### config.mk
export PLATFORM = sky130hd
export DESIGN_NAME = json_escape_to_utf8_decoder_flat
export DESIGN_NICKNAME = d
export VERILOG_FILES = /design/src/hw/rtl/jeu_pkg.sv /design/src/hw/rtl/jeu_if.sv /design/src/hw/rtl/json_escape_to_utf8_decoder.sv /design/src/flat_wrapper.sv
export SDC_FILE = /design/constraint.sdc
export NUM_CORES = 1
export LEC_CHECK = 0
export BUFFER_PORTS_ARGS = -buffer_cell sky130_fd_sc_hd__buf_2
export CORE_ASPECT_RATIO = 2
export CORE_MARGIN = 1
export CORE_UTILIZATION = 45
export DETAILED_ROUTE_END_ITERATION = 6
export GPL_TIMING_DRIVEN = 0
export HOLD_SLACK_MARGIN = 0.05
export PLACE_DENSITY = 0.67
export SETUP_SLACK_MARGIN = 0.1
export SLEW_MARGIN = 10
export SYNTH_ARGS = -nofsm -noshare
export SYNTH_HDL_FRONTEND = slang
export SYNTH_SLANG_ARGS = --single-unit
### constraint.sdc
create_clock -name clock -period 8.78 [get_ports clock]
set_clock_uncertainty 0.1 [all_clocks]
set_input_delay 0.439 -clock clock [delete_from_list [all_inputs] [get_ports clock]]
set_output_delay 0.439 -clock clock [all_outputs]
set_load 0.01 [all_outputs]
### src/hw/rtl/jeu_pkg.sv
// ----------------------------------------------------------------------------
// jeu_pkg
// Types, codes and helper functions for the JSON string unescaper.
// ----------------------------------------------------------------------------
`default_nettype none

package jeu_pkg;

   localparam int unsigned MAX_RESULTS = 6;
   localparam int unsigned CNT_W       = $clog2(MAX_RESULTS + 1);

   // result error codes
   localparam logic [1:0] ERR_NONE      = 2'd0;
   localparam logic [1:0] ERR_BAD_ESC   = 2'd1;
   localparam logic [1:0] ERR_BAD_HEX   = 2'd2;
   localparam logic [1:0] ERR_TRAIL_ESC = 2'd3;

   localparam logic [7:0] CH_BSLASH = 8'h5C;
   localparam logic [7:0] CH_U      = 8'h75;

   localparam logic [15:0] SURR_HI_LO = 16'hD800;
   localparam logic [15:0] SURR_HI_HI = 16'hDBFF;
   localparam logic [15:0] SURR_LO_LO = 16'hDC00;
   localparam logic [15:0] SURR_LO_HI = 16'hDFFF;
   localparam logic [20:0] SUPP_BASE  = 21'h10000;
   localparam logic [20:0] REPL_CHAR  = 21'h0FFFD;

   typedef struct packed {
      logic [7:0] in_byte;
      logic       string_end;
   } jeu_req_type;

   typedef struct packed {
      logic [7:0] out_byte;
      logic [1:0] error;
      logic       last_of_run;
      logic       end_of_string;
   } jeu_rsp_type;

   // one buffered result before the run flags are attached
   typedef struct packed {
      logic [7:0] out_byte;
      logic [1:0] error;
   } jeu_item_type;

   typedef enum logic [5:0] {
      PH_IDLE       = 6'b000001,
      PH_ESC        = 6'b000010,
      PH_HEX        = 6'b000100,
      PH_AFTER_HIGH = 6'b001000,
      PH_HIGH_ESC   = 6'b010000,
      PH_LOW_HEX    = 6'b100000
   } jeu_phase_type;

   typedef struct packed {
      logic [3:0][7:0] bytes;
      logic [2:0]      len;
   } jeu_utf8_type;

   typedef struct packed {
      logic       ok;
      logic [3:0] value;
   } jeu_hex_type;

   typedef struct packed {
      logic       ok;
      logic       is_u;
      logic [7:0] value;
   } jeu_esc_type;

   function automatic jeu_utf8_type utf8_encode(input logic [20:0] cp);
      jeu_utf8_type r;
      r.bytes = '0;
      if (cp < 21'h80) begin
         r.bytes[0] = cp[7:0];
         r.len = 3'd1;
      end else if (cp < 21'h800) begin
         r.bytes[0] = {3'b110, cp[10:6]};
         r.bytes[1] = {2'b10, cp[5:0]};
         r.len = 3'd2;
      end else if (cp < 21'h10000) begin
         r.bytes[0] = {4'b1110, cp[15:12]};
         r.bytes[1] = {2'b10, cp[11:6]};
         r.bytes[2] = {2'b10, cp[5:0]};
         r.len = 3'd3;
      end else begin
         r.bytes[0] = {5'b11110, cp[20:18]};
         r.bytes[1] = {2'b10, cp[17:12]};
         r.bytes[2] = {2'b10, cp[11:6]};
         r.bytes[3] = {2'b10, cp[5:0]};
         r.len = 3'd4;
      end
      return r;
   endfunction

   function automatic jeu_hex_type hex_decode(input logic [7:0] b);
      jeu_hex_type r;
      r.ok = 1'b1;
      if (b >= 8'h30 && b <= 8'h39) begin
         r.value = 4'(b - 8'h30);
      end else if (b >= 8'h61 && b <= 8'h66) begin
         r.value = 4'(b - 8'h57);
      end else if (b >= 8'h41 && b <= 8'h46) begin
         r.value = 4'(b - 8'h37);
      end else begin
         r.ok = 1'b0;
         r.value = '0;
      end
      return r;
   endfunction

   function automatic jeu_esc_type esc_decode(input logic [7:0] b);
      jeu_esc_type r;
      r.ok = 1'b1;
      r.is_u = 1'b0;
      r.value = b;
      unique case (b)
         8'h22, 8'h5C, 8'h2F: r.value = b;
         8'h6E: r.value = 8'h0A;
         8'h74: r.value = 8'h09;
         8'h72: r.value = 8'h0D;
         8'h62: r.value = 8'h08;
         8'h66: r.value = 8'h0C;
         8'h75: r.is_u = 1'b1;
         default: r.ok = 1'b0;
      endcase
      return r;
   endfunction

endpackage

`default_nettype wire

### src/hw/rtl/jeu_if.sv
// ----------------------------------------------------------------------------
// jeu_req_if / jeu_rsp_if
// Valid/ready channels carrying raw input bytes and decoded result bytes.
// ----------------------------------------------------------------------------
`default_nettype none

interface jeu_req_if;
   logic                valid;
   logic                ready;
   jeu_pkg::jeu_req_type payload;

   modport source (output valid, output payload, input ready);
   modport sink   (input valid, input payload, output ready);
endinterface

interface jeu_rsp_if;
   logic                valid;
   logic                ready;
   jeu_pkg::jeu_rsp_type payload;

   modport source (output valid, output payload, input ready);
   modport sink   (input valid, input payload, output ready);
endinterface

`default_nettype wire

### src/hw/rtl/json_escape_to_utf8_decoder.sv
// ----------------------------------------------------------------------------
// json_escape_to_utf8_decoder
// JSON string body unescaper with UTF-8 output.
// ----------------------------------------------------------------------------
// Accepts one raw string-body byte per beat and emits 0 to 6 result bytes.
// Each accepted byte is decoded combinationally against the escape state and
// its results go to a 6-entry result buffer that drains one beat per cycle
// while the output is ready. A new byte is taken in the same cycle that the
// last buffered result of the previous byte leaves, so bytes giving at most
// one result flow at one per cycle under that condition; a byte giving more
// holds off the input until its results drain through the single-beat port.
// Results appear in the cycle after their input byte is accepted. After an
// error result the rest of the string is dropped up to the byte with string_end.
`default_nettype none

module json_escape_to_utf8_decoder (
   input  wire         clock,
   input  wire         reset,
   jeu_req_if.sink     req_chan,
   jeu_rsp_if.source   rsp_chan
);
   import jeu_pkg::*;

   jeu_phase_type phase_ff, phase_in;
   logic [1:0]    hex_count_ff, hex_count_in;
   logic [15:0]   code_unit_ff, code_unit_in;
   logic [9:0]    high_half_ff, high_half_in;
   logic          discarding_ff, discarding_in;

   jeu_item_type  items_ff [MAX_RESULTS];
   logic [CNT_W-1:0] cnt_ff;
   logic          eos_ff;

   logic          accept, pop;
   logic [7:0]    b;
   logic          str_end;

   // decode results
   jeu_item_type  tmp [8];
   logic [2:0]    n;
   logic [1:0]    err;
   logic          pre_fffd, do_cp, do_byte, end_fffd;
   logic [20:0]   cp_val;
   logic [7:0]    byte_val;
   jeu_hex_type   hx;
   jeu_esc_type   ex;
   jeu_utf8_type  enc_cp, enc_repl;
   logic [15:0]   cu_next;
   jeu_phase_type ph_mid;

   assign b       = req_chan.payload.in_byte;
   assign str_end = req_chan.payload.string_end;
   assign hx      = hex_decode(b);
   assign ex      = esc_decode(b);
   assign cu_next = {code_unit_ff[11:0], hx.value};
   assign enc_cp   = utf8_encode(cp_val);
   assign enc_repl = utf8_encode(REPL_CHAR);

   assign rsp_chan.valid = (cnt_ff != '0);
   assign pop            = rsp_chan.valid && rsp_chan.ready;
   assign req_chan.ready = (cnt_ff == '0) || ((cnt_ff == CNT_W'(1)) && rsp_chan.ready);
   assign accept         = req_chan.valid && req_chan.ready;

   assign rsp_chan.payload.out_byte      = items_ff[0].out_byte;
   assign rsp_chan.payload.error         = items_ff[0].error;
   assign rsp_chan.payload.last_of_run   = (cnt_ff == CNT_W'(1));
   assign rsp_chan.payload.end_of_string = (cnt_ff == CNT_W'(1)) && eos_ff;

   // next escape state and result segments for the byte on the input
   always_comb begin
      phase_in      = phase_ff;
      hex_count_in  = hex_count_ff;
      code_unit_in  = code_unit_ff;
      high_half_in  = high_half_ff;
      discarding_in = discarding_ff;
      err      = ERR_NONE;
      pre_fffd = 1'b0;
      do_cp    = 1'b0;
      do_byte  = 1'b0;
      end_fffd = 1'b0;
      cp_val   = '0;
      byte_val = b;

      if (!discarding_ff) begin
         unique case (phase_ff)
            PH_ESC: begin
               if (ex.is_u) begin
                  phase_in = PH_HEX;
                  hex_count_in = '0;
                  code_unit_in = '0;
               end else if (ex.ok) begin
                  do_byte = 1'b1;
                  byte_val = ex.value;
                  phase_in = PH_IDLE;
               end else begin
                  err = ERR_BAD_ESC;
               end
            end
            PH_HEX, PH_LOW_HEX: begin
               if (!hx.ok) begin
                  err = ERR_BAD_HEX;
               end else begin
                  code_unit_in = cu_next;
                  if (hex_count_ff != 2'd3) begin
                     hex_count_in = hex_count_ff + 2'd1;
                  end else begin
                     hex_count_in = '0;
                     if (phase_ff == PH_LOW_HEX && cu_next >= SURR_LO_LO
                         && cu_next <= SURR_LO_HI) begin
                        // joined pair, low unit offset is its ten low bits
                        do_cp = 1'b1;
                        cp_val = SUPP_BASE + {1'b0, high_half_ff, cu_next[9:0]};
                        phase_in = PH_IDLE;
                     end else begin
                        pre_fffd = (phase_ff == PH_LOW_HEX);
                        if (cu_next >= SURR_HI_LO && cu_next <= SURR_HI_HI) begin
                           high_half_in = cu_next[9:0];
                           phase_in = PH_AFTER_HIGH;
                        end else begin
                           do_cp = 1'b1;
                           if (cu_next >= SURR_LO_LO && cu_next <= SURR_LO_HI) begin
                              cp_val = REPL_CHAR;
                           end else begin
                              cp_val = {5'd0, cu_next};
                           end
                           phase_in = PH_IDLE;
                        end
                     end
                  end
               end
            end
            PH_AFTER_HIGH: begin
               if (b == CH_BSLASH) begin
                  phase_in = PH_HIGH_ESC;
               end else begin
                  pre_fffd = 1'b1;
                  do_byte = 1'b1;
                  phase_in = PH_IDLE;
               end
            end
            PH_HIGH_ESC: begin
               if (b == CH_U) begin
                  phase_in = PH_LOW_HEX;
                  hex_count_in = '0;
                  code_unit_in = '0;
               end else begin
                  pre_fffd = 1'b1;
                  if (ex.ok) begin
                     do_byte = 1'b1;
                     byte_val = ex.value;
                     phase_in = PH_IDLE;
                  end else begin
                     err = ERR_BAD_ESC;
                  end
               end
            end
            default: begin
               if (b == CH_BSLASH) begin
                  phase_in = PH_ESC;
               end else begin
                  do_byte = 1'b1;
                  phase_in = PH_IDLE;
               end
            end
         endcase

         ph_mid = phase_in;
         if (err == ERR_NONE && str_end) begin
            priority case (1'b1)
               ph_mid == PH_ESC: err = ERR_TRAIL_ESC;
               ph_mid == PH_HEX || ph_mid == PH_LOW_HEX: err = ERR_BAD_HEX;
               ph_mid == PH_AFTER_HIGH: end_fffd = 1'b1;
               ph_mid == PH_HIGH_ESC: begin
                  end_fffd = 1'b1;
                  err = ERR_TRAIL_ESC;
               end
               default: ;
            endcase
         end

         if (err != ERR_NONE || str_end) begin
            phase_in     = PH_IDLE;
            hex_count_in = '0;
            code_unit_in = '0;
            high_half_in = '0;
         end
         if (err != ERR_NONE) begin
            discarding_in = !str_end;
         end
      end else begin
         ph_mid = phase_ff;
         if (str_end) begin
            discarding_in = 1'b0;
         end
      end
   end

   // pack the segments into the result list in order
   always_comb begin
      n = '0;
      for (int i = 0; i < 8; i++) begin
         tmp[i] = '0;
      end
      if (pre_fffd) begin
         for (int k = 0; k < 3; k++) begin
            tmp[n] = '{out_byte: enc_repl.bytes[k], error: ERR_NONE};
            n = n + 3'd1;
         end
      end
      if (do_cp) begin
         for (int k = 0; k < 4; k++) begin
            if (3'(k) < enc_cp.len) begin
               tmp[n] = '{out_byte: enc_cp.bytes[k], error: ERR_NONE};
               n = n + 3'd1;
            end
         end
      end
      if (do_byte) begin
         tmp[n] = '{out_byte: byte_val, error: ERR_NONE};
         n = n + 3'd1;
      end
      if (end_fffd) begin
         for (int k = 0; k < 3; k++) begin
            tmp[n] = '{out_byte: enc_repl.bytes[k], error: ERR_NONE};
            n = n + 3'd1;
         end
      end
      if (err != ERR_NONE) begin
         tmp[n] = '{out_byte: 8'h00, error: err};
         n = n + 3'd1;
      end
   end

   always_ff @(posedge clock) begin
      if (reset) begin
         phase_ff      <= PH_IDLE;
         hex_count_ff  <= '0;
         code_unit_ff  <= '0;
         high_half_ff  <= '0;
         discarding_ff <= 1'b0;
         cnt_ff        <= '0;
         eos_ff        <= 1'b0;
      end else if (accept) begin
         phase_ff      <= phase_in;
         hex_count_ff  <= hex_count_in;
         code_unit_ff  <= code_unit_in;
         high_half_ff  <= high_half_in;
         discarding_ff <= discarding_in;
         cnt_ff        <= CNT_W'(n);
         eos_ff        <= (err != ERR_NONE) || str_end;
      end else if (pop) begin
         cnt_ff <= cnt_ff - CNT_W'(1);
      end
   end

   // result buffer: loads on accept, shifts down one entry per beat
   always_ff @(posedge clock) begin
      if (accept) begin
         for (int i = 0; i < MAX_RESULTS; i++) begin
            items_ff[i] <= tmp[i];
         end
      end else if (pop) begin
         for (int i = 0; i < MAX_RESULTS - 1; i++) begin
            items_ff[i] <= items_ff[i+1];
         end
      end
   end

endmodule

`default_nettype wire
### src/flat_wrapper.sv
// flat-port wrapper written by rule: the top's interface ports become plain ports
module json_escape_to_utf8_decoder_flat import jeu_pkg::*;
  (clock, reset, req_chan_valid, req_chan_payload, req_chan_ready, rsp_chan_valid, rsp_chan_payload, rsp_chan_ready);
  jeu_req_if req_chan_i ();
  jeu_rsp_if rsp_chan_i ();
  input  wire clock;
  input  wire reset;
  input wire logic [$bits(req_chan_i.valid)-1:0] req_chan_valid;
  input wire logic [$bits(req_chan_i.payload)-1:0] req_chan_payload;
  output wire logic [$bits(req_chan_i.ready)-1:0] req_chan_ready;
  output wire logic [$bits(rsp_chan_i.valid)-1:0] rsp_chan_valid;
  output wire logic [$bits(rsp_chan_i.payload)-1:0] rsp_chan_payload;
  input wire logic [$bits(rsp_chan_i.ready)-1:0] rsp_chan_ready;
  assign req_chan_i.valid = req_chan_valid;
  assign req_chan_i.payload = req_chan_payload;
  assign req_chan_ready = req_chan_i.ready;
  assign rsp_chan_valid = rsp_chan_i.valid;
  assign rsp_chan_payload = rsp_chan_i.payload;
  assign rsp_chan_i.ready = rsp_chan_ready;
  json_escape_to_utf8_decoder u_core (.clock(clock), .reset(reset), .req_chan(req_chan_i), .rsp_chan(rsp_chan_i));
endmodule
# Word level (Yosys, flattened, before mapping)
# Memories as Yosys holds them, arrays and structs flattened.
# Index checks and enable logic that the tools add are counted.
# word_totals
memories,1
reg_bits,35
output_inout_bits,14
ram_bits,60
word_cells,305
inputBits,13
# memory_table
name,words,word_bits,rd,rd_ports_with_merged_regs,write_ports,line_no,text
u_core.items_ff,6,10,6,0,6,json_escape_to_utf8_decoder.sv:30,jeu_item_type items_ff [MAX_RESULTS];
# op_classes
reduce_logical,41
muxes,156
bitwise,24
eq_ne,26
addsub,15
magnitude_cmp,35
# op_table
op,count
$mux 80,11
$bwmux 80,6
$demux 10 s3,9
$mux 10,20
$mux 21,6
$or 56x56->56,2
$eq 8x7->1 const B,7
$and 24x24->24,2
$mux 12,4
$mux 6,8
$not 24->24,2
$or 48x48->48,1
$mux 8,5
$pmux 8 s5,1
$mux 3,13
$ge 4x4->1 const B,9
$lt 4x1->1 const B,9
$mux 1,36
$mux 2,18
$pmux 12 s3,1
$and 32x32->32,1
$ge 16x16->1 const B,2
$le 16x16->1 const B,2
$mux 16,2
other kinds (54),120

# Longest topological paths before layout
# Gate-level depths: netlist of run 1.
# depth
depth_word,45
ltp_mapped,26
depth_no_buf,23

# Least setup slack after synthesis of run 1
# No wires, ideal clock.
# synth_timing
kind,input to register
from,input req_chan_payload[1]
to,memory u_core.items_ff[0][49] in the netlist's numbering (data pin)
path_buffers,3
setup_slack_ps,2147
setup_ps,282
stages,25
arrival_time_ps,6251
required_time_ps,8398
cell_sequence,inv_1 ha_1 nor3b_1 o41ai_2 and3_1 clkbuf_1 nand2_2 clkbuf_1 o21ai_2 clkinv_1 fa_1 buf_1 nor3b_1 or3_1 inv_1 ha_1 mux2_2 ha_1 xor2_1 inv_1 a311oi_1 a211o_1 nor3_1 o21ai_2 a41oi_1
# synth_rtl
element,line_no,text
"start, declared",flat_wrapper.sv:9,input wire logic [$bits(req_chan_i.payload)-1:0] req_chan_payload;
"end, declared",json_escape_to_utf8_decoder.sv:30,

==> results of run 1 <==
## cell type report
| cell class | count | area share [%] |
|---|---|---|
| multi-input combinational | 755 | 56.64 |
| sequential | 95 | 30.31 |
| buffer | 70 | 3.986 |
| tap | 204 | 3.092 |
| clock buffer | 11 | 2.819 |
| timing repair buffer | 22 | 1.516 |
| inverter | 27 | 1.228 |
| clock inverter | 5 | 0.4092 |
## metrics by stage
| step | util [%] | total power, mW | cells | worst slack (ps) | hold slack, ps |
|---|---|---|---|---|---|
| 2_1_floorplan | - | 0.8266 | 947 | 2147 | 326.7 |
| 5_1_grt | 50.49 | 1.363 | 1189 | 123.5 | 371.8 |
| 4_1_cts | 50.46 | 1.313 | 1189 | 496.0 | 355.3 |
| 6_report | 50.49 | 1.315 | 1189 | 516.5 | 354.7 |
| 3_3_place_gp | 48.68 | 0.9301 | 1172 | 185.0 | 334.0 |
| 3_5_place_dp | 48.83 | 0.9422 | 1173 | 146.7 | 345.7 |
## final timing paths
path | end | cells after the start | startpoint | slack, ps
min | u_core.high_half_ff[4]$_SDFFE_PP0P_ | 2 | u_core.high_half_ff[4]$_SDFFE_PP0P_ | 350
min reg2reg | u_core.high_half_ff[4]$_SDFFE_PP0P_ | 2 | u_core.high_half_ff[4]$_SDFFE_PP0P_ | 350
max | u_core.items_ff[0][27]$_DFFE_PP_ | 27 | req_chan_payload[1] | 520
max reg2reg | u_core.items_ff[0][27]$_DFFE_PP_ | 25 | u_core.phase_ff[3]$_SDFFE_PP0P_ | 600
## critical path, cell delays in order
cell and delay (ps):
buf_2 140, inv_1 140, ha_1 290, o21bai_1 150, a211oi_1 590, and3_1 240, clkbuf_1 310, nand2_2 220
clkbuf_1 330, o21ai_2 380, clkinv_1 400, fa_1 650, buf_1 510, nor3b_2 450, or3_1 290, inv_1 120
ha_1 330, mux2_2 300, ha_1 260, xor2_1 340, inv_1 140, nand2_1 90, mux2i_1 90, a211oi_1 310
nor3_1 90, o21ai_1 480, a31oi_1 170
## kinds of logic (layout without fill, tap and decap cells)
group | count (synthesis) | after routing | share of synthesized area (%)
AO/OA/AOI/OAI | 289 | 289 | 27.38
XOR/XNOR | 11 | 11 | 1.519
adder cells (fa/ha/maj) | 22 | 22 | 3.732
buffers and inverters | 97 | 135 | 5.681
flip-flops | 95 | 95 | 33.03
multiplexers | 20 | 20 | 2.708
other | 2 | 8 | 0.09913
AND/OR/NAND/NOR | 405 | 405 | 25.85
## power by group
part | internal [mW] | switching (mW) | total, mW
sequential | 0.597 | 0.0329 | 0.630
clock | 0.192 | 0.188 | 0.380
combinational | 0.104 | 0.200 | 0.304
## sequential cells by signal, summed over array words and instances, names as in the netlist
signal and cells:
u_core.hex_count_ff 2, u_core.phase_ff 6, u_core.cnt_ff 3, u_core.discarding_ff 1
u_core.items_ff 60, u_core.eos_ff 1, u_core.high_half_ff 10, u_core.code_unit_ff 12
## placed cells by master, fill, tap and decap left out, types with 23 or more instances in the layout
cell type,n
nor3_1,29
dfxtp_1,35
edfxtp_1,60
buf_2,26
nor2_1,99
inv_1,23
nand3_1,55
nand2_1,115
o21ai_0,45
clkbuf_1,52
a21oi_1,65
## metal layers
layer	vias up	share of wire, %	routed length (µm)	GRT usage [%]
met4	0	9.2	2565	27.69
met1	3691	34	9355	32.92
met2	426	51	14090	58.89
met3	162	6.3	1748	5.065
met5	-	0	0	0
li1	3613	-	-	-
## repair_timing
item | 4_1_cts | 5_1_grt
endpoints found under the setup margin | 0 | 14
resized for setup | 0 | 1
hold buffers | 0 | 0
==> impl_metrics.tcl, run 1 <==
set metrics [dict create \
    io-pin-count 27 \
    overflow 0 \
    ys_warn_count 0 \
    finalSetupViolations 0 \
    clk_pin_slew_ps 70 \
    yosys.cell_count.top_type "nand2_1" \
    grt_pass1_vias 7647 \
    regArea_mm2 0.002502 \
    power-per-cell-area_mw_per_mm2 159.3 \
    die-area_mm2 0.01739 \
    syn_inst 941 \
    vdd_drop_max_uv 90.07 \
    hold_violations 0 \
    synth_top_area_share_pct 23.78 \
    status "complete, but fails checks" \
    cts_max_level 3 \
    rsz0062_at_grt "false" \
    drc_errors 1 \
    avgSynthCellArea_um2 8.051 \
    arrival_ps 8250 \
    dr.pass1.iters 7 \
    drt_iter0_markers 835 \
    fin_nets 1015 \
    cp-start-kind "input pin" \
    routed_wl_mm 27.76 \
    grt_util_all_layers_pct 33.06 \
    finalCriticalPeriod_ps 8264 \
    placed_area_mm2 0.007984 \
    violations "design-rule violations" \
    dpl.hpwl_mm 21.25 \
    start_util_pct 46.33 \
    core_mm2 0.01635 \
    synth_commonest_cells "115 x nand2_1, 99 x nor2_1, 65 x a21oi_1, 60 x edfxtp_1, 55 x nand3_1" \
    cts_setup_buffers 0 \
    async_flop_share_pct 0 \
    grt_pass1_wl_mm 42.44 \
    yosysTopAreaCell "edfxtp_1" \
    root_buffer "clkbuf_16" \
    cts_buffer_depth 2 \
    fillers 1648 \
    maxSlewHeadroom_pct 15.38 \
    critPathCaptureType "register" \
    insertion_delay_ps 370 \
    drive_gt1_share_pct 8.832 \
    chipWidth_um 93.75 \
    wl_per_cell_um 23.35 \
    die-height_um 185.5 \
    clock.fmax_ghz 0.1210 \
    synth_cell_type_count 94 \
    row_count 66 \
    antenna_found_initial 0 \
    vias 7892 \
    ant_nets 0 \
    n_antenna_cell 0 \
    synth_edf_count 60 \
    io_buffer_count 21 \
    p_leak_nw 2.925 \
    worstPathRequired_ps 8770 \
    tightest_slew_ps 1260 \
    yosysSeqAreaShare_pct 33.03 \
    finalInstanceArea_mm2 0.008255 \
    cts_made_buffers 9 \
    gp_congestion 1.077 \
    synthTopCellsByArea "edfxtp_1 24%, dfxtp_1 9.2%, nand2_1 5.7%" \
    tritoncts "yes" \
    path_max_fanout 10 \
    netlist_area_mm2 0.007576 \
    slew_violations 0 \
    synth_ff_type "edfxtp_1" \
    fin_tns_setup_ps 0 \
    via_per_inst 6.638 \
    grt_max_degree 43 \
    drv_cap 0 \
    syn_to_final_growth_pct 8.968 \
    multi_input_area_mm2 0.004676 \
    cts_sinks 95 \
    period_share_pct 94.12 \
    ys_ff_latch 95 \
    path_class "in2reg" \
    hold_class "reg2reg" \
]
(Power assumes the default switching activity.)
==> inputs of run 2 (changes only) <==
--- a/config.mk
+++ b/config.mk
@@ -7,7 +7,7 @@
 export LEC_CHECK = 0
 export BUFFER_PORTS_ARGS = -buffer_cell sky130_fd_sc_hd__buf_2
 export CORE_ASPECT_RATIO = 2
-export CORE_MARGIN = 1
+export CORE_MARGIN = 10
 export CORE_UTILIZATION = 45
 export DETAILED_ROUTE_END_ITERATION = 6
 export GPL_TIMING_DRIVEN = 0
==> constraint.sdc (replaced) <==
create_clock -name clock -period 9.1 [get_ports clock]
set_clock_uncertainty 0.1 [all_clocks]
set_input_delay 0.455 -clock clock [delete_from_list [all_inputs] [get_ports clock]]
set_output_delay 0.455 -clock clock [all_outputs]
set_load 0.01 [all_outputs]
==> run 2 against run 1 <==
  * The flow now finishes without violations
  * Final area up 0.44%
  * Critical path depth unchanged
  * Global-route usage down 9.2 points
  * Sequential cell count unchanged
  * Count of clock-buffer cells in the layout unchanged
  * Via count down 3.1%
  * Sequential share of layout area down 0.13 points
  * Largest power group unchanged
  * Combinational power down 5%
  * Non-clock buffer count unchanged
  * Clock power up 3%
  * Highest routed layer unchanged
  * Total power down 1.7%
==> impl_metrics.tcl, run 2 (synthesis gave the netlist of run 1 again) <==
set metrics [dict create \
    status "complete, no violations" \
    cp_num_buf_inv 8 \
    finalWorstSetupSlack_ps 719.0 \
    fin_util_pct 49.70 \
    top_register "u_core.items_ff" \
    p_clk_share_pct 30.4 \
    path_depth 27 \
    gp_congestion 1.096 \
    drt_iter0_markers 841 \
    rsz0062_at_grt "false" \
    ant_nets 0 \
    cp-start-kind "input pin" \
    post-place-ws_ps 242.5 \
    regArea_mm2 0.002502 \
    vias 7648 \
    period_share_pct 92.10 \
    power.net_switching_mw 0.4021 \
    row_count 67 \
    largest_registers "u_core.items_ff (60), u_core.code_unit_ff (12), u_core.high_half_ff (10)" \
    r2r_end "u_core.items_ff[0][27]$_DFFE_PP_" \
    critPathCaptureType "register" \
    r2r_start "u_core.phase_ff[3]$_SDFFE_PP0P_" \
    seqPwrFrac_pct 47.1 \
    die-height_um 203.5 \
    io-pin-count 27 \
    hold_class "reg2reg" \
    cts_sinks 95 \
    cpPeakStageDelay_ps 660 \
    start_util_pct 45.41 \
    io_buffer_count 21 \
    crit_family "compound AO/OA/AOI/OAI gates" \
    core_mm2 0.01668 \
    die-area_mm2 0.02274 \
    slew_violations 0 \
    n_antenna_cell 0 \
    critPathCapture "u_core.items_ff[0][27]$_DFFE_PP_" \
    grt_pass1_vias 7528 \
    wl_per_cell_um 23.19 \
    p_sw_share_pct 31.11 \
    drive_gt1_share_pct 9.036 \
    grt_max_degree 43 \
    timing.hold.ws_ps 353.2 \
    finalCriticalPeriod_ps 8381 \
    insertion_delay_ps 370 \
    fin_nets 1015 \
    worstPathRequired_ps 9080 \
    clk_pin_slew_ps 70 \
    cts_setup_buffers 0 \
    routed_wl_mm 27.64 \
    cpMaxStageDelayCell "fa_1" \
    fillers 1688 \
    vdd_drop_max_uv 94.56 \
    dr.pass1.iters 6 \
    grt_pass1_wl_mm 42.95 \
    tightest_slew_ps 1066 \
    dpl.hpwl_mm 21.64 \
    place_inst 1176 \
    multi_input_area_mm2 0.004686 \
    cts_made_buffers 9 \
    drv_cap 0 \
    via_per_inst 6.416 \
    finalSetupViolations 0 \
    syn_to_final_growth_pct 9.447 \
    cts_buffer_depth 2 \
    overflow 0 \
    final_common_cell "nand2_1" \
    grt_util_all_layers_pct 23.85 \
    fin_tns_setup_ps 0 \
    cts_max_level 3 \
    drc_errors 0 \
    arrival_ps 8360 \
    path_max_fanout 10 \
    r2r_cells 25 \
    hold_violations 0 \
    p_leak_nw 2.945 \
    antenna_found_initial 0 \
    largest_reg_flops 60 \
    path_class "in2reg" \
    worstSetupStartpoint "req_chan_payload[1]" \
    clock.fmax_ghz 0.1193 \
    maxSlewHeadroom_pct 28.95 \
    regToRegSetupSlack_ps 890 \
    intPower_mw 0.8902 \
    power-per-cell-area_mw_per_mm2 155.9 \
    chipWidth_um 111.8 \
    tritoncts "yes" \
    final_cells 1192 \
    comb_power_share_pct 22.5 \
    final_cell_mix "115 x nand2_1, 99 x nor2_1, 65 x a21oi_1" \
    root_buffer "clkbuf_16" \
]
run 2: changes by cell type in the layout (fill, tap and decap cells not counted):
cell,before,now
nor3_1,29,28
clkinvlp_4,1,0
bufinv_16,0,1
a211oi_1,11,10
a211oi_2,1,2
clkinv_4,1,0
inv_6,1,2
nor3_2,3,4
run 2: how the worst min path moves through the flow:
| stage | start | end | slack (ps) | depth (start not counted) |
|---|---|---|---|---|
| 2_1_floorplan | u_core.high_half_ff[1]$_SDFFE_PP0P_ | u_core.high_half_ff[1]$_SDFFE_PP0P_ | 330 | 2 |
| 3_3_place_gp | u_core.high_half_ff[2]$_SDFFE_PP0P_ | u_core.high_half_ff[2]$_SDFFE_PP0P_ | 330 | 2 |
| 3_5_place_dp | u_core.high_half_ff[1]$_SDFFE_PP0P_ | u_core.high_half_ff[1]$_SDFFE_PP0P_ | 340 | 2 |
| 4_1_cts | u_core.high_half_ff[1]$_SDFFE_PP0P_ | u_core.high_half_ff[1]$_SDFFE_PP0P_ | 350 | 2 |
| 5_1_grt | u_core.hex_count_ff[1]$_SDFFE_PP0P_ | u_core.hex_count_ff[1]$_SDFFE_PP0P_ | 380 | 2 |
| 6_report | u_core.high_half_ff[1]$_SDFFE_PP0P_ | u_core.high_half_ff[1]$_SDFFE_PP0P_ | 350 | 2 |
run 2: repair_timing:
item,CTS,global route
hold buffers,0,0
setup endpoints to repair,0,11
gates resized for setup,0,2
run 2: metrics by stage:
| step | power (mW) | area (µm²) |
|---|---|---|
| after floorplan | 0.7975 | 7599 |
| after global placement | 0.8980 | 7963 |
| after detailed placement | 0.9088 | 7988 |
| after CTS | 1.293 | 8277 |
| after global routing | 1.344 | 8292 |
| final | 1.292 | 8292 |
run 2: cell type report:
cell class                      instances  share of cell area, %
Buffer                                 70                  3.969
Timing Repair Buffer                   22                  1.509
Multi-Input combinational cell        755                  56.51
Clock buffer                           11                  2.807
Inverter                               27                  1.222
Sequential cell                        95                  30.18
Clock inverter                          5                 0.6790
Tap cell                              207                  3.124
run 2: per-layer routing:
| layer | share of wire [%] | vias up | track usage (%) |
|---|---|---|---|
| met5 | 0 | - | 0 |
| met4 | 8.6 | 0 | 18.77 |
| met3 | 5.3 | 138 | 3.295 |
| met2 | 52 | 312 | 42.87 |
| met1 | 34 | 3572 | 23.97 |
| li1 | - | 3626 | - |
run 2: worst min-delay path: stages (launching register included):
cell,delay (ps)
dfxtp_1,310
nand2_1,50
a21oi_1,50
run 2: power groups by stage:
stage	clock [mW]	combinational (mW)	sequential, mW
CTS	0.392	0.291	0.610
global placement	0	0.278	0.620
finish	0.393	0.290	0.608
floorplan	0	0.194	0.604
global route	0.410	0.318	0.616
detailed placement	0	0.291	0.618
==> inputs of run 3 (changes only) <==
--- a/config.mk
+++ b/config.mk
@@ -6,13 +6,12 @@
 export NUM_CORES = 1
 export LEC_CHECK = 0
 export BUFFER_PORTS_ARGS = -buffer_cell sky130_fd_sc_hd__buf_2
-export CORE_ASPECT_RATIO = 2
 export CORE_MARGIN = 10
 export CORE_UTILIZATION = 45
 export DETAILED_ROUTE_END_ITERATION = 6
 export GPL_TIMING_DRIVEN = 0
 export HOLD_SLACK_MARGIN = 0.05
-export PLACE_DENSITY = 0.67
+export PLACE_DENSITY = 0.68
 export SETUP_SLACK_MARGIN = 0.1
 export SLEW_MARGIN = 10
 export SYNTH_ARGS = -nofsm -noshare
==> run 3 against run 2 <==
  * Core utilization up 0.49 points
  * Die area down 1.4%
  * Critical path depth unchanged
  * Final area about the same
  * Non-clock buffer count unchanged
  * Sequential share of layout area about the same
  * First-iteration DRC count up 11%
  * Via count up 2.2%
  * Sequential power down 0.8%
  * Critical path type unchanged
  * Highest routed layer unchanged
==> impl_metrics.tcl, run 3 (synthesis gave the netlist of run 1 again) <==
set metrics [dict create \
    maxSlewHeadroom_pct 10.93 \
    power-per-cell-area_mw_per_mm2 154.4 \
    hold_path_startpoint "u_core.high_half_ff[4]$_SDFFE_PP0P_" \
    vias 7813 \
    chipWidth_um 149.8 \
    largest_reg_flops 60 \
    timing.hold.ws_ps 350.5 \
    via_per_inst 6.484 \
    row_count 47 \
    top_register "u_core.items_ff" \
    fin_nets 1015 \
    cts_buffer_depth 2 \
    clk_pin_slew_ps 60 \
    slew_violations 0 \
    overflow 0 \
    arrival_ps 8470 \
    hold_class "reg2reg" \
    crit_family "compound AO/OA/AOI/OAI gates" \
    finalCriticalPeriod_ps 8485 \
    path_max_fanout 10 \
    cp-start-kind "input pin" \
    worstPathRequired_ps 9080 \
    routed_wl_mm 25.37 \
    ant_nets 0 \
    cts_sinks 95 \
    dr.pass1.iters 6 \
    cpPeakStageDelay_ps 660 \
    grt_util_all_layers_pct 22.22 \
    start_util_pct 45.85 \
    insertion_delay_ps 360 \
    hold_violations 0 \
    met3_length_mm 2.438 \
    die-height_um 149.8 \
    drt_iter0_markers 932 \
    met2_wirelength_mm 11.36 \
    grt_pass1_vias 7048 \
    drc_errors 0 \
    hold_end "u_core.high_half_ff[4]$_SDFFE_PP0P_" \
    critPathCaptureType "register" \
    vdd_drop_max_uv 90.97 \
    gp_congestion 1.027 \
    root_buffer "clkbuf_16" \
    path_class "in2reg" \
    clock.fmax_ghz 0.1179 \
    final_common_cell "nand2_1" \
    largest_registers "u_core.items_ff (60), u_core.code_unit_ff (12), u_core.high_half_ff (10)" \
    status "complete, no violations" \
    io-pin-count 27 \
    path_depth 27 \
    n_antenna_cell 0 \
    regToRegSetupSlack_ps 830 \
    fin_tns_setup_ps 0 \
    rsz0062_at_grt "false" \
    io_buffer_count 21 \
    tightest_slew_ps 1336 \
    p_leak_nw 2.941 \
    cp_num_buf_inv 8 \
    grt_max_degree 42 \
    r2r_cells 25 \
    cts_made_buffers 9 \
    routed.top_layer "met4" \
    cts_setup_buffers 0 \
    hold_path_depth 2 \
    cts_hold_buf 0 \
    cpMaxStageDelayCell "nor3b_1" \
    cts-resized-gates 0 \
    wl_per_cell_um 21.05 \
    cts_max_level 3 \
    period_share_pct 93.24 \
    r2r_end "u_core.items_ff[0][26]$_DFFE_PP_" \
    r2r_start "u_core.phase_ff[3]$_SDFFE_PP0P_" \
    antenna_found_initial 0 \
    wl_met1_mm 10.55 \
    dpl.hpwl_mm 18.87 \
    fin_util_pct 50.19 \
    drive_gt1_share_pct 8.832 \
    syn_to_final_growth_pct 9.480 \
    tritoncts "yes" \
    core_mm2 0.01652 \
    final_cell_mix "115 x nand2_1, 99 x nor2_1, 65 x a21oi_1" \
    grt_pass1_wl_mm 39.45 \
    drv_cap 0 \
    totalPowerFinal_mw 1.281 \
    die-area_mm2 0.02243 \
    finalSetupViolations 0 \
]
## run 3: layout make-up
| type | count | area [µm²] |
|---|---|---|
| Multi-Input combinational cell | 755 | 4671 |
| Buffer | 70 | 329.1 |
| Clock inverter | 5 | 57.56 |
| Sequential cell | 95 | 2502 |
| Inverter | 27 | 101.3 |
| Fill cell | 1669 | 8230 |
| Clock buffer | 11 | 232.7 |
| Tap cell | 220 | 275.3 |
| Timing Repair Buffer | 22 | 125.1 |
## run 3: worst reg2reg max path: stages (launching register included)
cell and delay (ps):
dfxtp_1 310, buf_6 130, or3_1 330, buf_2 170, or3_1 440, nor3_2 390
nand2_2 210, clkbuf_1 300, o21ai_2 410, clkinv_1 430, fa_1 660, buf_1 470
nor3b_1 660, or3_1 290, inv_1 90, ha_1 310, mux2_2 300, ha_1 260
xor2_1 330, inv_1 120, nand2_1 80, mux2i_1 80, a211oi_1 400, nor3_1 90
o21ai_1 470, a31oi_1 170
## run 3: how the worst max path moves through the flow
stage                        startpoint                                to  slack [ps]
CTS                 req_chan_payload[1]  u_core.items_ff[0][26]$_DFFE_PP_         890
floorplan           req_chan_payload[1]  u_core.items_ff[0][49]$_DFFE_PP_        2450
global route        req_chan_payload[1]  u_core.items_ff[0][24]$_DFFE_PP_         180
finish              req_chan_payload[1]  u_core.items_ff[0][26]$_DFFE_PP_         620
detailed placement  req_chan_payload[1]  u_core.items_ff[0][26]$_DFFE_PP_         530
global placement    req_chan_payload[1]  u_core.items_ff[0][22]$_DFFE_PP_         590
## run 3: routing by layer
layer,up-vias,global-route usage (%)
li1,3613,-
met1,3676,29.06
met2,443,34.99
met3,81,4.378
met4,0,9.524
met5,-,0
## run 3: metrics by stage
| step | setup slack [ps] | std cells | cell area (µm²) |
|---|---|---|---|
| after detailed placement | 528.7 | 1189 | 7999 |
| after CTS | 892.8 | 1205 | 8289 |
| final | 615.5 | 1205 | 8294 |
| after global routing | 177.4 | 1205 | 8294 |
| after global placement | 587.6 | 1188 | 7979 |
| after floorplan | 2451 | 947 | 7599 |
## run 3: power breakdown
part           internal (mW)  switching (mW)
clock                  0.214           0.176
sequential             0.576          0.0274
combinational         0.0997           0.188
